<file path="src/sv/tgrr_pkg.sv">
// Package for the two-group round-robin task picker.
// Holds the action codes, the controller state type and the command/status structs.
// No dependencies.
package tgrr_pkg;

    // Number of task groups (fixed) and default slots per group
    localparam int GROUPS        = 2;
    localparam int SLOTS_DEFAULT = 8;

    // Input action codes
    typedef enum logic [1:0] {
        ACT_TICK  = 2'd0,
        ACT_KILL  = 2'd1,
        ACT_START = 2'd2,
        ACT_POST  = 2'd3
    } action_t;

    // Controller states
    typedef enum logic [1:0] {
        ST_IDLE,
        ST_TRY,
        ST_RESULT
    } state_t;

    // Commands from controller to datapath
    typedef struct packed {
        logic edit;   // apply a kill, start or post word
        logic start;  // begin a tick: pick first group, clear result
        logic serve;  // admit and pick on the group under trial
    } cmd_t;

    // Status from datapath to controller
    typedef struct packed {
        logic found;  // group under trial has an alive slot after admission
    } status_t;

endpackage

</file>
<file path="src/sv/tgrr_ctrl.sv">
// Controller of the task picker: accepts words, sequences the group trials of
// a tick and holds the result word until taken. Depends on tgrr_pkg.
module tgrr_ctrl (
    input  logic              clk,
    input  logic              rst_n,
    input  logic              in_valid,
    output logic              in_stall,
    input  logic [1:0]        action,
    output logic              out_valid,
    input  logic              out_stall,
    output tgrr_pkg::cmd_t    cmd,
    input  tgrr_pkg::status_t status
);
    import tgrr_pkg::*;

    state_t state_reg, state_next;
    logic   second_reg, second_next;
    logic   accept;

    // State register
    always_ff @(posedge clk or negedge rst_n)
    begin
        if (!rst_n)
        begin
            state_reg  <= ST_IDLE;
            second_reg <= 1'b0;
        end
        else
        begin
            state_reg  <= state_next;
            second_reg <= second_next;
        end
    end

    assign in_stall  = (state_reg != ST_IDLE);
    assign out_valid = (state_reg == ST_RESULT);
    assign accept    = in_valid && (state_reg == ST_IDLE);

    // Next state and commands
    always_comb
    begin
        state_next  = state_reg;
        second_next = second_reg;
        cmd         = '0;
        case (state_reg)
            ST_IDLE:
            begin
                if (accept)
                begin
                    if (action == ACT_TICK)
                    begin
                        cmd.start   = 1'b1;
                        second_next = 1'b0;
                        state_next  = ST_TRY;
                    end
                    else
                    begin
                        cmd.edit = 1'b1;
                    end
                end
            end
            ST_TRY:
            begin
                cmd.serve = 1'b1;
                // advance to the other group only when this one has nothing alive
                if (status.found || second_reg)
                begin
                    state_next = ST_RESULT;
                end
                else
                begin
                    second_next = 1'b1;
                end
            end
            ST_RESULT:
            begin
                if (!out_stall)
                begin
                    state_next = ST_IDLE;
                end
            end
            default:
            begin
                state_next = ST_IDLE;
            end
        endcase
    end

endmodule

</file>
<file path="src/sv/tgrr_datapath.sv">
// Datapath of the task picker: alive, has-run and pending marks per group,
// admission and pick logic, current group and result registers. Depends on tgrr_pkg.
module tgrr_datapath #(
    parameter int SLOTS = tgrr_pkg::SLOTS_DEFAULT
) (
    input  logic               clk,
    input  logic               rst_n,
    input  tgrr_pkg::cmd_t     cmd,
    output tgrr_pkg::status_t  status,
    input  logic [1:0]         action,
    input  logic               group,
    input  logic [2:0]         slot,
    output logic               found,
    output logic               chosen_group,
    output logic [2:0]         chosen_slot,
    output logic               admitted,
    output logic [2:0]         admitted_slot
);
    import tgrr_pkg::*;

    localparam int SW = $clog2(SLOTS);
    localparam int CW = ($clog2(SLOTS + 1) > 3) ? $clog2(SLOTS + 1) : 3;

    // Lowest set bit of a slot vector
    function automatic logic [SW-1:0] low_idx(input logic [SLOTS-1:0] v);
        logic [SW-1:0] r;
        r = '0;
        for (int i = SLOTS - 1; i >= 0; i--)
        begin
            if (v[i])
            begin
                r = SW'(i);
            end
        end
        return r;
    endfunction

    // One-hot vector of a slot index
    function automatic logic [SLOTS-1:0] one_hot(input logic [SW-1:0] i);
        logic [SLOTS-1:0] r;
        r    = '0;
        r[i] = 1'b1;
        return r;
    endfunction

    logic [SLOTS-1:0] alive_reg [GROUPS];
    logic [SLOTS-1:0] alive_next [GROUPS];
    logic [SLOTS-1:0] run_reg [GROUPS];
    logic [SLOTS-1:0] run_next [GROUPS];
    logic [SLOTS-1:0] pend_reg [GROUPS];
    logic [SLOTS-1:0] pend_next [GROUPS];

    logic cur_grp_reg, cur_grp_next;
    logic try_grp_reg, try_grp_next;

    logic          found_reg, found_next;
    logic          chosen_group_reg, chosen_group_next;
    logic [2:0]    chosen_slot_reg, chosen_slot_next;
    logic          admitted_reg, admitted_next;
    logic [2:0]    admitted_slot_reg, admitted_slot_next;

    // Edit decode
    logic             in_range;
    logic [SLOTS-1:0] slot_oh;

    // Serve path
    logic [SLOTS-1:0] t_alive, t_run, t_pend;
    logic             do_adm;
    logic [SW-1:0]    pend_idx, dead_idx, pick_idx;
    logic [SLOTS-1:0] pend_oh, dead_oh;
    logic [SLOTS-1:0] alive_a, run_a, ready, run_n;
    logic             has_ready;

    // Decode the addressed slot; drop words beyond the slot count
    always_comb
    begin
        in_range = (CW'(slot) < CW'(SLOTS));
        slot_oh  = '0;
        if (in_range)
        begin
            slot_oh[SW'(slot)] = 1'b1;
        end
    end

    // Admission then pick on the group under trial
    always_comb
    begin
        t_alive   = alive_reg[try_grp_reg];
        t_run     = run_reg[try_grp_reg];
        t_pend    = pend_reg[try_grp_reg];
        do_adm    = (|t_pend) && (|(~t_alive));
        pend_idx  = low_idx(t_pend);
        dead_idx  = low_idx(~t_alive);
        pend_oh   = do_adm ? one_hot(pend_idx) : '0;
        dead_oh   = do_adm ? one_hot(dead_idx) : '0;
        alive_a   = t_alive | dead_oh;
        run_a     = t_run & ~dead_oh;
        ready     = alive_a & ~run_a;
        has_ready = |ready;
        pick_idx  = has_ready ? low_idx(ready) : low_idx(alive_a);
        run_n     = has_ready ? (run_a | one_hot(pick_idx)) : one_hot(pick_idx);
    end

    assign status.found = |alive_a;

    // Next state of marks, groups and result
    always_comb
    begin
        cur_grp_next       = cur_grp_reg;
        try_grp_next       = try_grp_reg;
        found_next         = found_reg;
        chosen_group_next  = chosen_group_reg;
        chosen_slot_next   = chosen_slot_reg;
        admitted_next      = admitted_reg;
        admitted_slot_next = admitted_slot_reg;
        for (int g = 0; g < GROUPS; g++)
        begin
            alive_next[g] = alive_reg[g];
            run_next[g]   = run_reg[g];
            pend_next[g]  = pend_reg[g];
            if (cmd.edit && (group == 1'(g)))
            begin
                case (action)
                    ACT_KILL:
                    begin
                        alive_next[g] = alive_reg[g] & ~slot_oh;
                    end
                    ACT_START:
                    begin
                        alive_next[g] = alive_reg[g] | slot_oh;
                        run_next[g]   = run_reg[g] & ~slot_oh;
                    end
                    ACT_POST:
                    begin
                        pend_next[g] = pend_reg[g] | slot_oh;
                    end
                    default:
                    begin
                    end
                endcase
            end
            if (cmd.serve && (try_grp_reg == 1'(g)))
            begin
                alive_next[g] = alive_a;
                pend_next[g]  = pend_reg[g] & ~pend_oh;
                run_next[g]   = status.found ? run_n : run_a;
            end
        end

        // Start a tick on the group after the current one
        if (cmd.start)
        begin
            try_grp_next       = ~cur_grp_reg;
            found_next         = 1'b0;
            chosen_group_next  = 1'b0;
            chosen_slot_next   = '0;
            admitted_next      = 1'b0;
            admitted_slot_next = '0;
        end

        if (cmd.serve)
        begin
            if (do_adm)
            begin
                admitted_next      = 1'b1;
                admitted_slot_next = 3'(dead_idx);
            end
            if (status.found)
            begin
                cur_grp_next      = try_grp_reg;
                found_next        = 1'b1;
                chosen_group_next = try_grp_reg;
                chosen_slot_next  = 3'(pick_idx);
            end
            else
            begin
                try_grp_next = ~try_grp_reg;
            end
        end
    end

    // Registers
    always_ff @(posedge clk or negedge rst_n)
    begin
        if (!rst_n)
        begin
            for (int g = 0; g < GROUPS; g++)
            begin
                alive_reg[g] <= '0;
                run_reg[g]   <= '0;
                pend_reg[g]  <= '0;
            end
            cur_grp_reg       <= 1'b0;
            try_grp_reg       <= 1'b0;
            found_reg         <= 1'b0;
            chosen_group_reg  <= 1'b0;
            chosen_slot_reg   <= '0;
            admitted_reg      <= 1'b0;
            admitted_slot_reg <= '0;
        end
        else
        begin
            for (int g = 0; g < GROUPS; g++)
            begin
                alive_reg[g] <= alive_next[g];
                run_reg[g]   <= run_next[g];
                pend_reg[g]  <= pend_next[g];
            end
            cur_grp_reg       <= cur_grp_next;
            try_grp_reg       <= try_grp_next;
            found_reg         <= found_next;
            chosen_group_reg  <= chosen_group_next;
            chosen_slot_reg   <= chosen_slot_next;
            admitted_reg      <= admitted_next;
            admitted_slot_reg <= admitted_slot_next;
        end
    end

    assign found         = found_reg;
    assign chosen_group  = chosen_group_reg;
    assign chosen_slot   = chosen_slot_reg;
    assign admitted      = admitted_reg;
    assign admitted_slot = admitted_slot_reg;

endmodule

</file>
<file path="src/sv/two_group_round_robin_task_picker_unit.sv">
// Channel  Direction  Handshake           Fields
// in       input      in_valid/in_stall   action, group, slot
// out      output     out_valid/out_stall found, chosen_group, chosen_slot,
//                                         admitted, admitted_slot
//
// Kill, start and post words give no result word.
// A tick word is served by the admission/pick logic in one try state per group
// tried: the result is ready after one try, or after two when the first group
// tried has no alive slot.
// The result register holds the word while out_stall is high; in_stall is high
// from the cycle after a tick's acceptance until its result is taken.
// Reset (rst_n, async, active low) clears all marks and the current group.
// Top level of the task picker: controller and datapath. Depends on tgrr_pkg,
// tgrr_ctrl and tgrr_datapath.
module two_group_round_robin_task_picker_unit #(
    parameter int SLOTS = tgrr_pkg::SLOTS_DEFAULT
) (
    input  logic       clk,
    input  logic       rst_n,
    input  logic       in_valid,
    output logic       in_stall,
    input  logic [1:0] action,
    input  logic       group,
    input  logic [2:0] slot,
    output logic       out_valid,
    input  logic       out_stall,
    output logic       found,
    output logic       chosen_group,
    output logic [2:0] chosen_slot,
    output logic       admitted,
    output logic [2:0] admitted_slot
);
    import tgrr_pkg::*;

    cmd_t    cmd;
    status_t status;

    // Sequence words and tick trials
    tgrr_ctrl u_ctrl (
        .clk       (clk),
        .rst_n     (rst_n),
        .in_valid  (in_valid),
        .in_stall  (in_stall),
        .action    (action),
        .out_valid (out_valid),
        .out_stall (out_stall),
        .cmd       (cmd),
        .status    (status)
    );

    // Hold marks and compute admission and pick
    tgrr_datapath #(
        .SLOTS (SLOTS)
    ) u_datapath (
        .clk           (clk),
        .rst_n         (rst_n),
        .cmd           (cmd),
        .status        (status),
        .action        (action),
        .group         (group),
        .slot          (slot),
        .found         (found),
        .chosen_group  (chosen_group),
        .chosen_slot   (chosen_slot),
        .admitted      (admitted),
        .admitted_slot (admitted_slot)
    );

endmodule

</file>
<file path="config.mk">
export PLATFORM = sky130hd
export DESIGN_NAME = two_group_round_robin_task_picker_unit
export DESIGN_NICKNAME = d
export VERILOG_FILES = /design/src/sv/tgrr_pkg.sv /design/src/sv/tgrr_ctrl.sv /design/src/sv/tgrr_datapath.sv /design/src/sv/two_group_round_robin_task_picker_unit.sv
export SDC_FILE = /design/constraint.sdc
export NUM_CORES = 1
export LEC_CHECK = 0
export BUFFER_PORTS_ARGS = -buffer_cell sky130_fd_sc_hd__buf_2
export CORE_ASPECT_RATIO = 0.9
export CORE_MARGIN = 2
export CORE_UTILIZATION = 58
export DETAILED_ROUTE_END_ITERATION = 6
export PLACE_DENSITY = 0.8
export SLEW_MARGIN = 5
export SYNTH_ARGS = -nofsm -noshare
export SYNTH_HDL_FRONTEND = slang
export SYNTH_SLANG_ARGS = --single-unit
</file>
<file path="constraint.sdc">
create_clock -name clk -period 3.1 [get_ports clk]
set_input_delay 0.62 -clock clk [delete_from_list [all_inputs] [get_ports clk]]
set_output_delay 0.62 -clock clk [all_outputs]
set_load 0.01 [all_outputs]
</file>
* Yosys cells after proc, flatten, opt, wreduce, memory -nomap -nowiden *
Index checks and enable logic that the tools add are counted.

storage, ports and cells
  register bits = 62
  input port bits = 10
  logic and storage cells = 197

operators by class
  order comparisons = 9
  equal/unequal tests = 10
  mux-type cells = 104
  bitwise operators = 23
  reductions and logical operators = 36

operators with widths
  cell                number
  $mux 8              29
  $mux 3              39
  $and 8x8->8         8
  $or 8x8->8          6
  $not 8->8           5
  $pmux 8 s2          2
  $reduce_or 8->1     4
  $mux 1              22
  $lt 3x4->1 const B  4
  $reduce_bool 2->1   8
  $reduce_and 2->1    7
  $demux 1 s3         4
  $ge 3x1->1 const B  4
  $mux 2              6
  $logic_and 1x1->1   10
  $reduce_and 4->1    2
  $eq 2x2->1 const B  3
  $ne 2x2->1 const B  3
  $pmux 2 s3          1
  $reduce_bool 3->1   2
  $eq 2x1->1 const B  2
  $logic_not 2->1     2
  $ne 2x1->1 const B  2
  $not 1->1           3
  4 further kinds     4

* Logic depth before layout (Yosys ltp) *
Gate-level depths: netlist (run 1).

  depth in word-level cells = 39
  depth in mapped cells = 11
  mapped depth without buffers = 8

* Hierarchy *
From an unflattened synthesis (run 1), not the netlist that was laid out.

second synthesis, totals
  cells, all modules = 505
  area, all modules = 4177.8 µm²

modules (own cells, without submodules)
  module         instances  cells an instance  area an instance (µm²)  sequential area each (µm²)
  tgrr_datapath  1          487                3990.1                  1476.4
  tgrr_ctrl      1          18                 187.7                   75.1

* Least setup slack after synthesis (run 1) *
No wires, ideal clock.

  path type = flip-flop to flip-flop
  start point = register u_datapath.try_grp_reg
  end point = register u_datapath.run_reg[6] (netlist name)
  setup time = 121 ps
  arrival = 2452 ps
  data required time = 2979 ps
  slack = 528 ps
  stages on the path, launching flop included = 10
  buffers on the path = 1
  clock period less this slack = 2572 ps
  path through = dfrtp_1 > buf_6 > nor3_1 > o22ai_2 > o211ai_2 > or4b_4 > a311oi_4 > or3_1 > o21ai_1 > a41o_1

between the ends
  word-level cells in the longest chain between the ends = 39

ends and longest elaborated chain
  element                                                         RTL line                                                       source
  start: declaration                                              tgrr_datapath.sv:54                                            logic try_grp_reg, try_grp_next;
  start signal: assignment                                        tgrr_datapath.sv:210                                           try_grp_reg <= try_grp_next;
  $not 1->2 (implied by the code)                                 tgrr_datapath.sv:88, tgrr_datapath.sv:89, tgrr_datapath.sv:90
  $mux 8 (implied by the code) (3 in a row)                       tgrr_datapath.sv:88                                            t_alive = alive_reg[try_grp_reg];
  $not 8->8                                                       tgrr_datapath.sv:91, tgrr_datapath.sv:93
  $mux 3 (8 in a row)                                             tgrr_datapath.sv:30                                            if (v[i])
  $lt 3x4->1 (implied by the code) or $ge 3x1->1 (tied branches)  tgrr_datapath.sv:42                                            r[i] = 1'b1;
  $logic_and 1x1->1 (implied by the code)                         tgrr_datapath.sv:42
  $mux 1 (implied by the code)                                    tgrr_datapath.sv:42
  $demux 1 s3                                                     n/a
  [14 not listed]                                                 n/a
  $lt 3x4->1 (implied by the code) or $ge 3x1->1 (tied branches)  tgrr_datapath.sv:42
  $logic_and 1x1->1 (implied by the code)                         tgrr_datapath.sv:42
  $mux 1 (implied by the code)                                    tgrr_datapath.sv:42
  $demux 1 s3                                                     n/a
  $or 8x8->8                                                      tgrr_datapath.sv:101                                           run_n = has_ready ? (run_a | one_hot(pick_idx)) : one_hot(pick_idx);
  $mux 8                                                          tgrr_datapath.sv:101
  $mux 8                                                          tgrr_datapath.sv:146                                           run_next[g] = status.found ? run_n : run_a;
  $mux 8                                                          tgrr_datapath.sv:142                                           if (cmd.serve && (try_grp_reg == 1'(g)))
  end signal: indexed assignment                                  tgrr_datapath.sv:206                                           run_reg[g] <= run_next[g];
  end: declaration                                                tgrr_datapath.sv:48                                            logic [SLOTS-1:0] run_reg [GROUPS];

Parallel ways exist; a longest one is shown, timed or not. The select of a mux whose other input is x is not followed.
A chain may end at the register's enable or synchronous reset.

* Final worst setup path (run 1) *
  start point = register u_datapath.try_grp_reg
  end point = register u_datapath.run_reg[15] (netlist name)

The elaborated chain is that of the path after synthesis.

==> run metrics, run 1 <==
ys async rst share=100%; Synth Flop Type=dfrtp_1; period utilization=between 90% and 100%; post-synth top area share=37.3%; Worst EP arrival=3220 ps; DRT Pass-1 Iters=5; RSZ-0062 raised after global routing=yes; Tightest Pin Transition=between 800 and 900 ps; clk buf depth=2; ANT nets after route=0; Worst Clk Skew=roughly 8.4 ps; maximum vdd drop=0.534 mV; Rows=29; Avg Inst Size Synth=between 8 and 9 µm²; chip width=93.3 µm; commonest non-fill, non-tap cells in the layout=61 x dfrtp_1, 59 x nand2_1, 38 x o21ai_0; DRT Wirelength=13.6 mm; vias in the first global route=just over 4000; Synth Warn #=0; CP most frequent cell=buf_4; die area=7870 µm²; Worst Hold Slack=438 ps; Cell variety after synth=67; clock root buffer master=clkbuf_8; number of flops mapped to enable cells by yosys=0; first-pass GRT wire length=between 20 and 25 mm; Post-Syn Area=4160 µm²; final hold vios=0; H-Tree Level Count=3; ANT cells=0; Core ar.=7000 µm²; layout cell share with drive strength beyond 1=a little under a fifth; routed wire length per instance=21.8 µm; run status=finished clean; GRT Residual Overflow=0; setup_tns=0 ps; WS Path Type=reg -> reg; Hold WC Path Type=in -> async; initial drt markers=587; Synth area leader=dfrtp_1; Syn Inst Count=a little under 500; multi-input logic area=2490 µm²; leakage=2.06 nW; routability-driven placement congestion ratio=1.04; routed vias=4300; Storage cell area=1550 µm²; Worst-path clk slew=70 ps; Filler cells=560; most common cell after layout, fill and taps aside=dfrtp_1; Slew Viols, Final=0; Num CTS Buffers=9; max incr delay on CP=470 ps; worst skew pair latency=roughly 350 ps; post-synthesis register bit count=62; CTS tree=yes; Rel. slew slack=~45%; hpwl dp=9.87 mm; achievable frequency=between 0.3 and 0.4 GHz; CP Max Fanout=24; Worst setup SP type=flip-flop; final setup vio count=0; Worst EP required=around 3400 ps; Starting Density=59.4%; GRT Total Usage=35.9%; # nets final=541; sequential share of the synthesized area=37.3%; Post-route DRC=0; initial antenna violation count=0; Slowest cell on crit path=dfrtp_2; IO Port Bufs=20; CP Capture Type=flip-flop; largest net degree at the start of global routing=63; fin crit period=2960 ps; max_cap viols=0; via/cell ratio=around 7; # IOs=21; Synthesized Nets=499; top post-synthesis cells by area=dfrtp_1 37%, nand2_1 5.3%, o21ai_0 4.6%; PwrDens=974 nW/µm²; layout overhead on the synthesized area=15.1%; crit-path cells=buf_12 > buf_4 > nand3b_1 > a22oi_1 > buf_4 > o21ai_1 > o311a_1 > a21boi_1 > o211ai_2 > a32oi_2 > buf_4 > o31ai_2; chip height=84.3 µm; CTS Sinks=62
==> path summary, 6_finish.rpt <==
| kind | start | end | slack (ps) | cells past startpoint |
|---|---|---|---|---|
| worst min-delay path | rst_n | u_datapath.run_reg[14] | 440 | 2 |
| worst max-delay path | u_datapath.try_grp_reg | u_datapath.run_reg[15] | 140 | 12 |
| max in group asynchronous | rst_n | u_datapath.try_grp_reg | 2060 | 2 |
| worst max register to register | u_datapath.try_grp_reg | u_datapath.run_reg[15] | 140 | 12 |
| worst min register to register | u_datapath.admitted | u_datapath.admitted | 490 | 1 |
| min in group clk | out_stall | u_ctrl.state_reg[1] | 490 | 2 |
==> cell type report <==
class,count,area share [%]
clock buffer,13,3.74
clock inverter,3,0.836
inverter,14,1.10
multi-input combinational,388,52.1
sequential,62,32.4
tap,93,2.43
timing repair buffer,52,7.37
==> power by group <==
part | internal (W) | leakage, nW | switching [W]
registers | 0.00113 | 0.751 | 0.000346
logic | 0.00103 | 1.20 | 0.00137
clock network | 0.000457 | 0.115 | 0.000339
total | 0.00261 | 2.06 | 0.00205
==> routing by layer <==
| layer | share of wire [%] | wire, µm | vias up | GRT usage (%) |
|---|---|---|---|---|
| li1 | - | - | 1926 | - |
| met1 | 42 | 5740 | 2095 | 48.2 |
| met2 | 45 | 6140 | 222 | 54.0 |
| met3 | 7.5 | 1030 | 57 | 7.63 |
| met4 | 5.3 | 727 | 0 | 20.2 |
| met5 | 0 | 0 | - | 0 |
==> cell usage after synthesis (all sizes together), types with 11 or more instances <==
cell    count
dfrtp      62
a22o       16
inv        14
nor3       15
nand2      59
clkbuf     12
o21ai      45
nor2       34
o22ai      25
nand3      11
nand2b     15
mux2i      13
a21oi      27
o211ai     15
==> worst max-delay path, delay by kind of cell, from the launching register on <==
family | cells | cell delay, ps
flip-flops | 1 | 470
buffers and inverters | 4 | 690
AND/OR/NAND/NOR | 1 | 200
AO/OA/AOI/OAI | 7 | 1480
==> metrics by stage <==
step / instances / power (W) / area [µm²] / util (%) / setup slack (ps)
floorplan: 485 / 0.00296 / 4160 / - / 528
global route: 625 / 0.00492 / 4790 / 68.4 / -27.6
finish: 625 / 0.00466 / 4790 / 68.4 / 136
global placement: 608 / 0.00369 / 4520 / 64.5 / 186
CTS: 624 / 0.00454 / 4740 / 67.6 / 45.3
detailed placement: 608 / 0.00373 / 4520 / 64.5 / 51.0
==> timing repair <==
item                       CTS  global route
resized for setup            0             9
hold buffers                 0             0
setup buffers                0             1
setup endpoints to repair    0            18
==> logic make-up (layout without fill, tap and decap cells) <==
group / Yosys count / count (layout) / share of synthesized area [%]
compound gates: 187 / 187 / 31.9
buf+inv: 35 / 82 / 3.79
simple gates: 183 / 183 / 22.5
flops: 62 / 62 / 37.3
mux: 14 / 14 / 3.40
fa+ha+maj: 4 / 4 / 1.20
Power figures use the tool's default switching activity.
==> run 2, diff against run 1 <==
--- a/config.mk
+++ b/config.mk
@@ -10,7 +10,7 @@
 export CORE_MARGIN = 2
 export CORE_UTILIZATION = 58
 export DETAILED_ROUTE_END_ITERATION = 6
-export PLACE_DENSITY = 0.8
+export PLACE_DENSITY = 0.76
 export SLEW_MARGIN = 5
 export SYNTH_ARGS = -nofsm -noshare
 export SYNTH_HDL_FRONTEND = slang
==> run metrics, run 2 (synthesis gave the netlist of run 1 again) <==
Worst-path clk slew=70 ps (about the same); die area=7870 µm² (unchanged); CTS tree=yes; layout overhead on the synthesized area=13.1%; PwrDens=972 nW/µm² (-0.13%); routability-driven placement congestion ratio=1.01 (-3.5%); fin crit period=2940 ps (-19.8 ps); routed wire length per instance=21.5 µm (-1.3%); # IOs=21 (unchanged); Worst Clk Skew=6.70 ps (-1.67 ps); Post-DP Area=4430 µm² (-2.0%); Worst EP required=3350 ps (about the same); initial drt markers=409 (-30%); Num CTS Buffers=9 (unchanged); Worst Setup SP=u_datapath.try_grp_reg; Rel. slew slack=56.1% (+11 points); reg2reg start=u_datapath.try_grp_reg; Reg2Reg Capture Point=u_datapath.run_reg[4]; maximum vdd drop=0.484 mV (-9.4%); first-pass GRT wire length=21.4 mm (-1.2%); ANT nets after route=0 (unchanged); Hold WC Path Type=in -> async; GRT Residual Overflow=0 (unchanged); Post-route DRC=0 (unchanged); chip width=93.3 µm (unchanged); Core ar.=7000 µm² (unchanged); period utilization=95.0% (-0.64 points); vias in the first global route=4109 (-0.56%); WS Path Type=reg -> reg; worst skew pair latency=350 ps (about the same); clk buf depth=2 (unchanged); final setup vio count=0 (unchanged); largest net degree at the start of global routing=37 (-41%); CP Capture Type=flip-flop; hpwl dp=9.60 mm (-2.8%); reg2reg path depth=10 (-2); Starting Density=59.4% (unchanged); leakage=2.03 nW (-1.5%); # nets final=530 (-2.0%); Worst Setup EP=u_datapath.run_reg[4]; IO Port Bufs=20 (unchanged); routed vias=4166 (-3.1%); commonest non-fill, non-tap cells in the layout=61 x dfrtp_1, 59 x nand2_1, 38 x o21ai_0; via/cell ratio=6.79 (-1.4%); fin worst setup slack=156 ps (+19.8 ps); run status=finished clean; initial antenna violation count=0 (unchanged); pre-CTS setup slack=129 ps (+78.0 ps); GRT Total Usage=35.2% (-0.70 points); reg2reg setup slack=160 ps (+20 ps); Slew Viols, Final=0 (unchanged); CP Max Fanout=27 (+13%); most common cell after layout, fill and taps aside=dfrtp_1; Worst setup SP type=flip-flop; chip height=84.3 µm (unchanged); achievable frequency=0.340 GHz (+0.67%); layout cell share with drive strength beyond 1=15.9% (-2.1 points); Worst EP arrival=3200 ps (-20 ps); final core occ=67.2% (-1.2 points); Rows=29 (unchanged); ANT cells=0 (unchanged); CTS Sinks=62 (unchanged); RSZ-0062 raised after global routing=no; Tightest Pin Transition=659 ps (-168 ps); H-Tree Level Count=3 (unchanged); Worst Hold Slack=58.3 ps (-379 ps); clock root buffer master=clkbuf_8; max_cap viols=0 (unchanged); setup_tns=0 ps (unchanged); DRT Pass-1 Iters=6 (+1); final hold vios=0 (unchanged); DRT Wirelength=13.2 mm (-3.1%); cell area after layout=4700 µm² (-1.8%)
[run 2: metal layers]
layer  routed length, µm  GRT usage [%]  part of all wire, %  up-vias
met5                   0              0                    0        -
met4                 387           13.6                  2.9        0
met3                1070           8.80                  8.1       36
met2                6270           56.2                   47      205
met1                5480           46.0                   41     2023
li1                    -              -                    -     1902
[run 2: worst min path at each step]
stage	to	slack [ps]
5_1_grt	u_datapath.run_reg[4]	70
6_report	u_datapath.run_reg[4]	60
4_1_cts	u_datapath.run_reg[4]	60
3_5_place_dp	u_datapath.run_reg[4]	430
2_1_floorplan	async pin	320
3_3_place_gp	u_datapath.run_reg[12]	430
[run 2: what timing repair did]
item                                    in CTS  in global routing
endpoints found under the setup margin       0                 16
hold buffers                                 0                  0
resized for setup                            0                  6
setup buffers                                0                  2
[run 2: cell type report]
class / instances / area [µm²]
multi-input combinational: 388 / 2480
fill: 607 / 2300
clock inverter: 5 / 81.3
inverter: 14 / 52.6
clock buffer: 11 / 151
tap: 93 / 116
sequential: 62 / 1550
timing repair buffer: 41 / 270
[run 2: power breakdown]
group / internal, W / switching [W] / leakage (nW)
Clock: 0.000496 / 0.000343 / 0.116
Combinational: 0.000937 / 0.00131 / 1.17
Sequential: 0.00113 / 0.000360 / 0.751
Total: 0.00256 / 0.00201 / 2.03
[run 2: stage by stage]
stage	power, W	std cells
floorplan	0.00296	485
global placement	0.00360	596
detailed placement	0.00362	596
CTS	0.00447	612
global route	0.00484	614
finish	0.00457	614
[run 2: worst max-delay path, stage by stage (launching register included)]
cell and delay (ps):
dfrtp_2 510, buf_12 200, and2_1 140, a222oi_1 90, buf_4 150, o21a_1 290
a2111oi_1 420, nor3_1 80, a221o_1 390, a32o_1 320, o221ai_1 230
==> run 3, diff against run 2 <==
--- a/config.mk
+++ b/config.mk
@@ -7,7 +7,6 @@
 export LEC_CHECK = 0
 export BUFFER_PORTS_ARGS = -buffer_cell sky130_fd_sc_hd__buf_2
 export CORE_ASPECT_RATIO = 0.9
-export CORE_MARGIN = 2
 export CORE_UTILIZATION = 58
 export DETAILED_ROUTE_END_ITERATION = 6
 export PLACE_DENSITY = 0.76
==> run metrics, run 3 (synthesis gave the netlist of run 1 again) <==
layout overhead on the synthesized area=13.7%; die area=7520 µm² (-4.5%); multi-input logic area=2470 µm² (-0.50%); run status=finished, violations left; Storage cell area=1550 µm² (about the same); Top delay family on crit path=simple AND/OR/NAND/NOR gates; chip width=91.3 µm (-2.1%); Filler cells=547 (-9.9%); initial antenna violation count=0 (unchanged); most common cell after layout, fill and taps aside=dfrtp_1; crit-path cells=buf_4 > nor3_1 > o22ai_2 > o211ai_2 > or4b_4 > nor2_1 > buf_4 > a32oi_2 > buf_4 > o31ai_1; WS Path Type=reg -> reg; max incr delay on CP=530 ps (+20 ps); layout cell share with drive strength beyond 1=17.4% (+1.4 points); routed wire length per instance=20.9 µm (-3.1%); Worst EP required=3350 ps (about the same); Post-route DRC=11 (+11); Reg2Reg Capture Point=u_datapath.run_reg[7]; Worst Clk Skew=10.5 ps (+3.79 ps); ANT nets after route=0 (unchanged); fin crit period=2980 ps (+34.9 ps); initial drt markers=520 (+27%); final setup vio count=0 (unchanged); Rows=28 (-3.4%); ANT cells=0 (unchanged); # nets final=546 (+3.0%); via/cell ratio=6.76 (-0.39%); vias in the first global route=3761 (-8.5%); maximum vdd drop=0.571 mV (+18%); DRT Pass-1 Iters=7 (+1); clock root buffer master=clkbuf_8; Slowest cell on crit path=or4b_4; reg2reg path depth=10 (unchanged); max_cap viols=0 (unchanged); GRT Residual Overflow=0 (unchanged); Design Power=0.00444 W (-2.8%); leakage=2.06 nW (+1.2%); CTS tree=yes; Slew Viols, Final=0 (unchanged); first-pass GRT wire length=20.2 mm (-5.6%); CP most frequent cell=buf_4; H-Tree Level Count=3 (unchanged); Tightest Pin Transition=717 ps (+57.5 ps); # IOs=21 (unchanged); GRT Total Usage=36.2% (+1.0 points); PwrDens=940 nW/µm² (-3.3%); worst skew pair latency=350 ps (about the same); IO Port Bufs=20 (unchanged); period utilization=96.1% (+1.1 points); Buf/Inv on CP=3 (+1); Post-DP Area=4550 µm² (+2.8%); reg2reg start=u_datapath.try_grp_reg; Starting Density=61.5% (+2.1 points); commonest non-fill, non-tap cells in the layout=62 x dfrtp_1, 59 x nand2_1, 38 x o21ai_0; routability-driven placement congestion ratio=0.953 (-5.5%); reg2reg setup slack=120 ps (-30 ps); Worst setup SP type=flip-flop; routed vias=4231 (+1.6%); Core ar.=6760 µm² (-3.4%); CP Capture Type=flip-flop; Worst EP arrival=3230 ps (+30 ps); CTS Sinks=62 (unchanged); DRT Wirelength=13.1 mm (-1.2%); Num CTS Buffers=9 (unchanged); Rel. slew slack=52.2% (-3.8 points); CP Max Fanout=8 (-70%); chip height=82.3 µm (-2.4%); final hold vios=0 (unchanged); hpwl dp=9.92 mm (+3.4%); clk buf depth=2 (unchanged); cell area after layout=4730 µm² (+0.53%); failing checks=DRC; achievable frequency=0.336 GHz (-1.2%); Hold WC Path Type=in -> async; Worst-path clk slew=70 ps (about the same); largest net degree at the start of global routing=36 (-2.7%)
## run 3: area by class of cell
class | count | share of cell area [%]
Clock buffer | 10 | 2.70
Clock inverter | 5 | 0.582
Timing Repair Buffer | 57 | 8.26
Sequential cell | 62 | 32.8
Multi-Input combinational cell | 388 | 52.2
Tap cell | 90 | 2.38
Inverter | 14 | 1.11
## run 3: where the power goes
group	internal (W)	leakage, nW	switching [W]
logic	0.00104	1.22	0.00133
registers	0.00113	0.752	0.000347
clock network	0.000279	0.0817	0.000316
## run 3: layer usage
layer	vias up	track usage [%]	wire length [µm]
met5	-	0	0
met4	0	15.9	404
met3	36	6.87	1070
met2	227	58.5	5970
met1	2035	48.2	5610
li1	1933	-	-
## run 3: metrics by stage
stage / TNS [ps] / instances / setup WS, ps / hold WS, ps / util (%)
after floorplan: 0 / 485 / 528 / 324 / -
after global placement: 0 / 610 / 143 / 453 / 67.3
after detailed placement: 0 / 610 / 115 / 467 / 67.3
after CTS: 0 / 625 / 56.5 / 298 / 69.6
after global routing: -3.46 / 626 / -3.46 / 336 / 69.9
final: 0 / 626 / 121 / 283 / 69.9
## run 3: what timing repair did
action	4_1_cts	5_1_grt
setup endpoints to repair	0	16
gates resized for setup	0	3
buffers inserted	0	1
hold buffers	0	0
## run 3: worst max path at each step
| stage | from | slack (ps) | cells past startpoint | endpoint |
|---|---|---|---|---|
| finish | u_datapath.try_grp_reg | 120 | 10 | u_datapath.run_reg[7] |
| global route | u_datapath.try_grp_reg | -3 | 10 | u_datapath.run_reg[7] |
| CTS | u_datapath.try_grp_reg | 60 | 9 | u_datapath.run_reg[4] |
| detailed placement | u_datapath.try_grp_reg | 110 | 9 | u_datapath.run_reg[4] |
| floorplan | u_datapath.try_grp_reg | 530 | 9 | u_datapath.run_reg[6] |
| global placement | u_datapath.try_grp_reg | 140 | 9 | u_datapath.run_reg[4] |
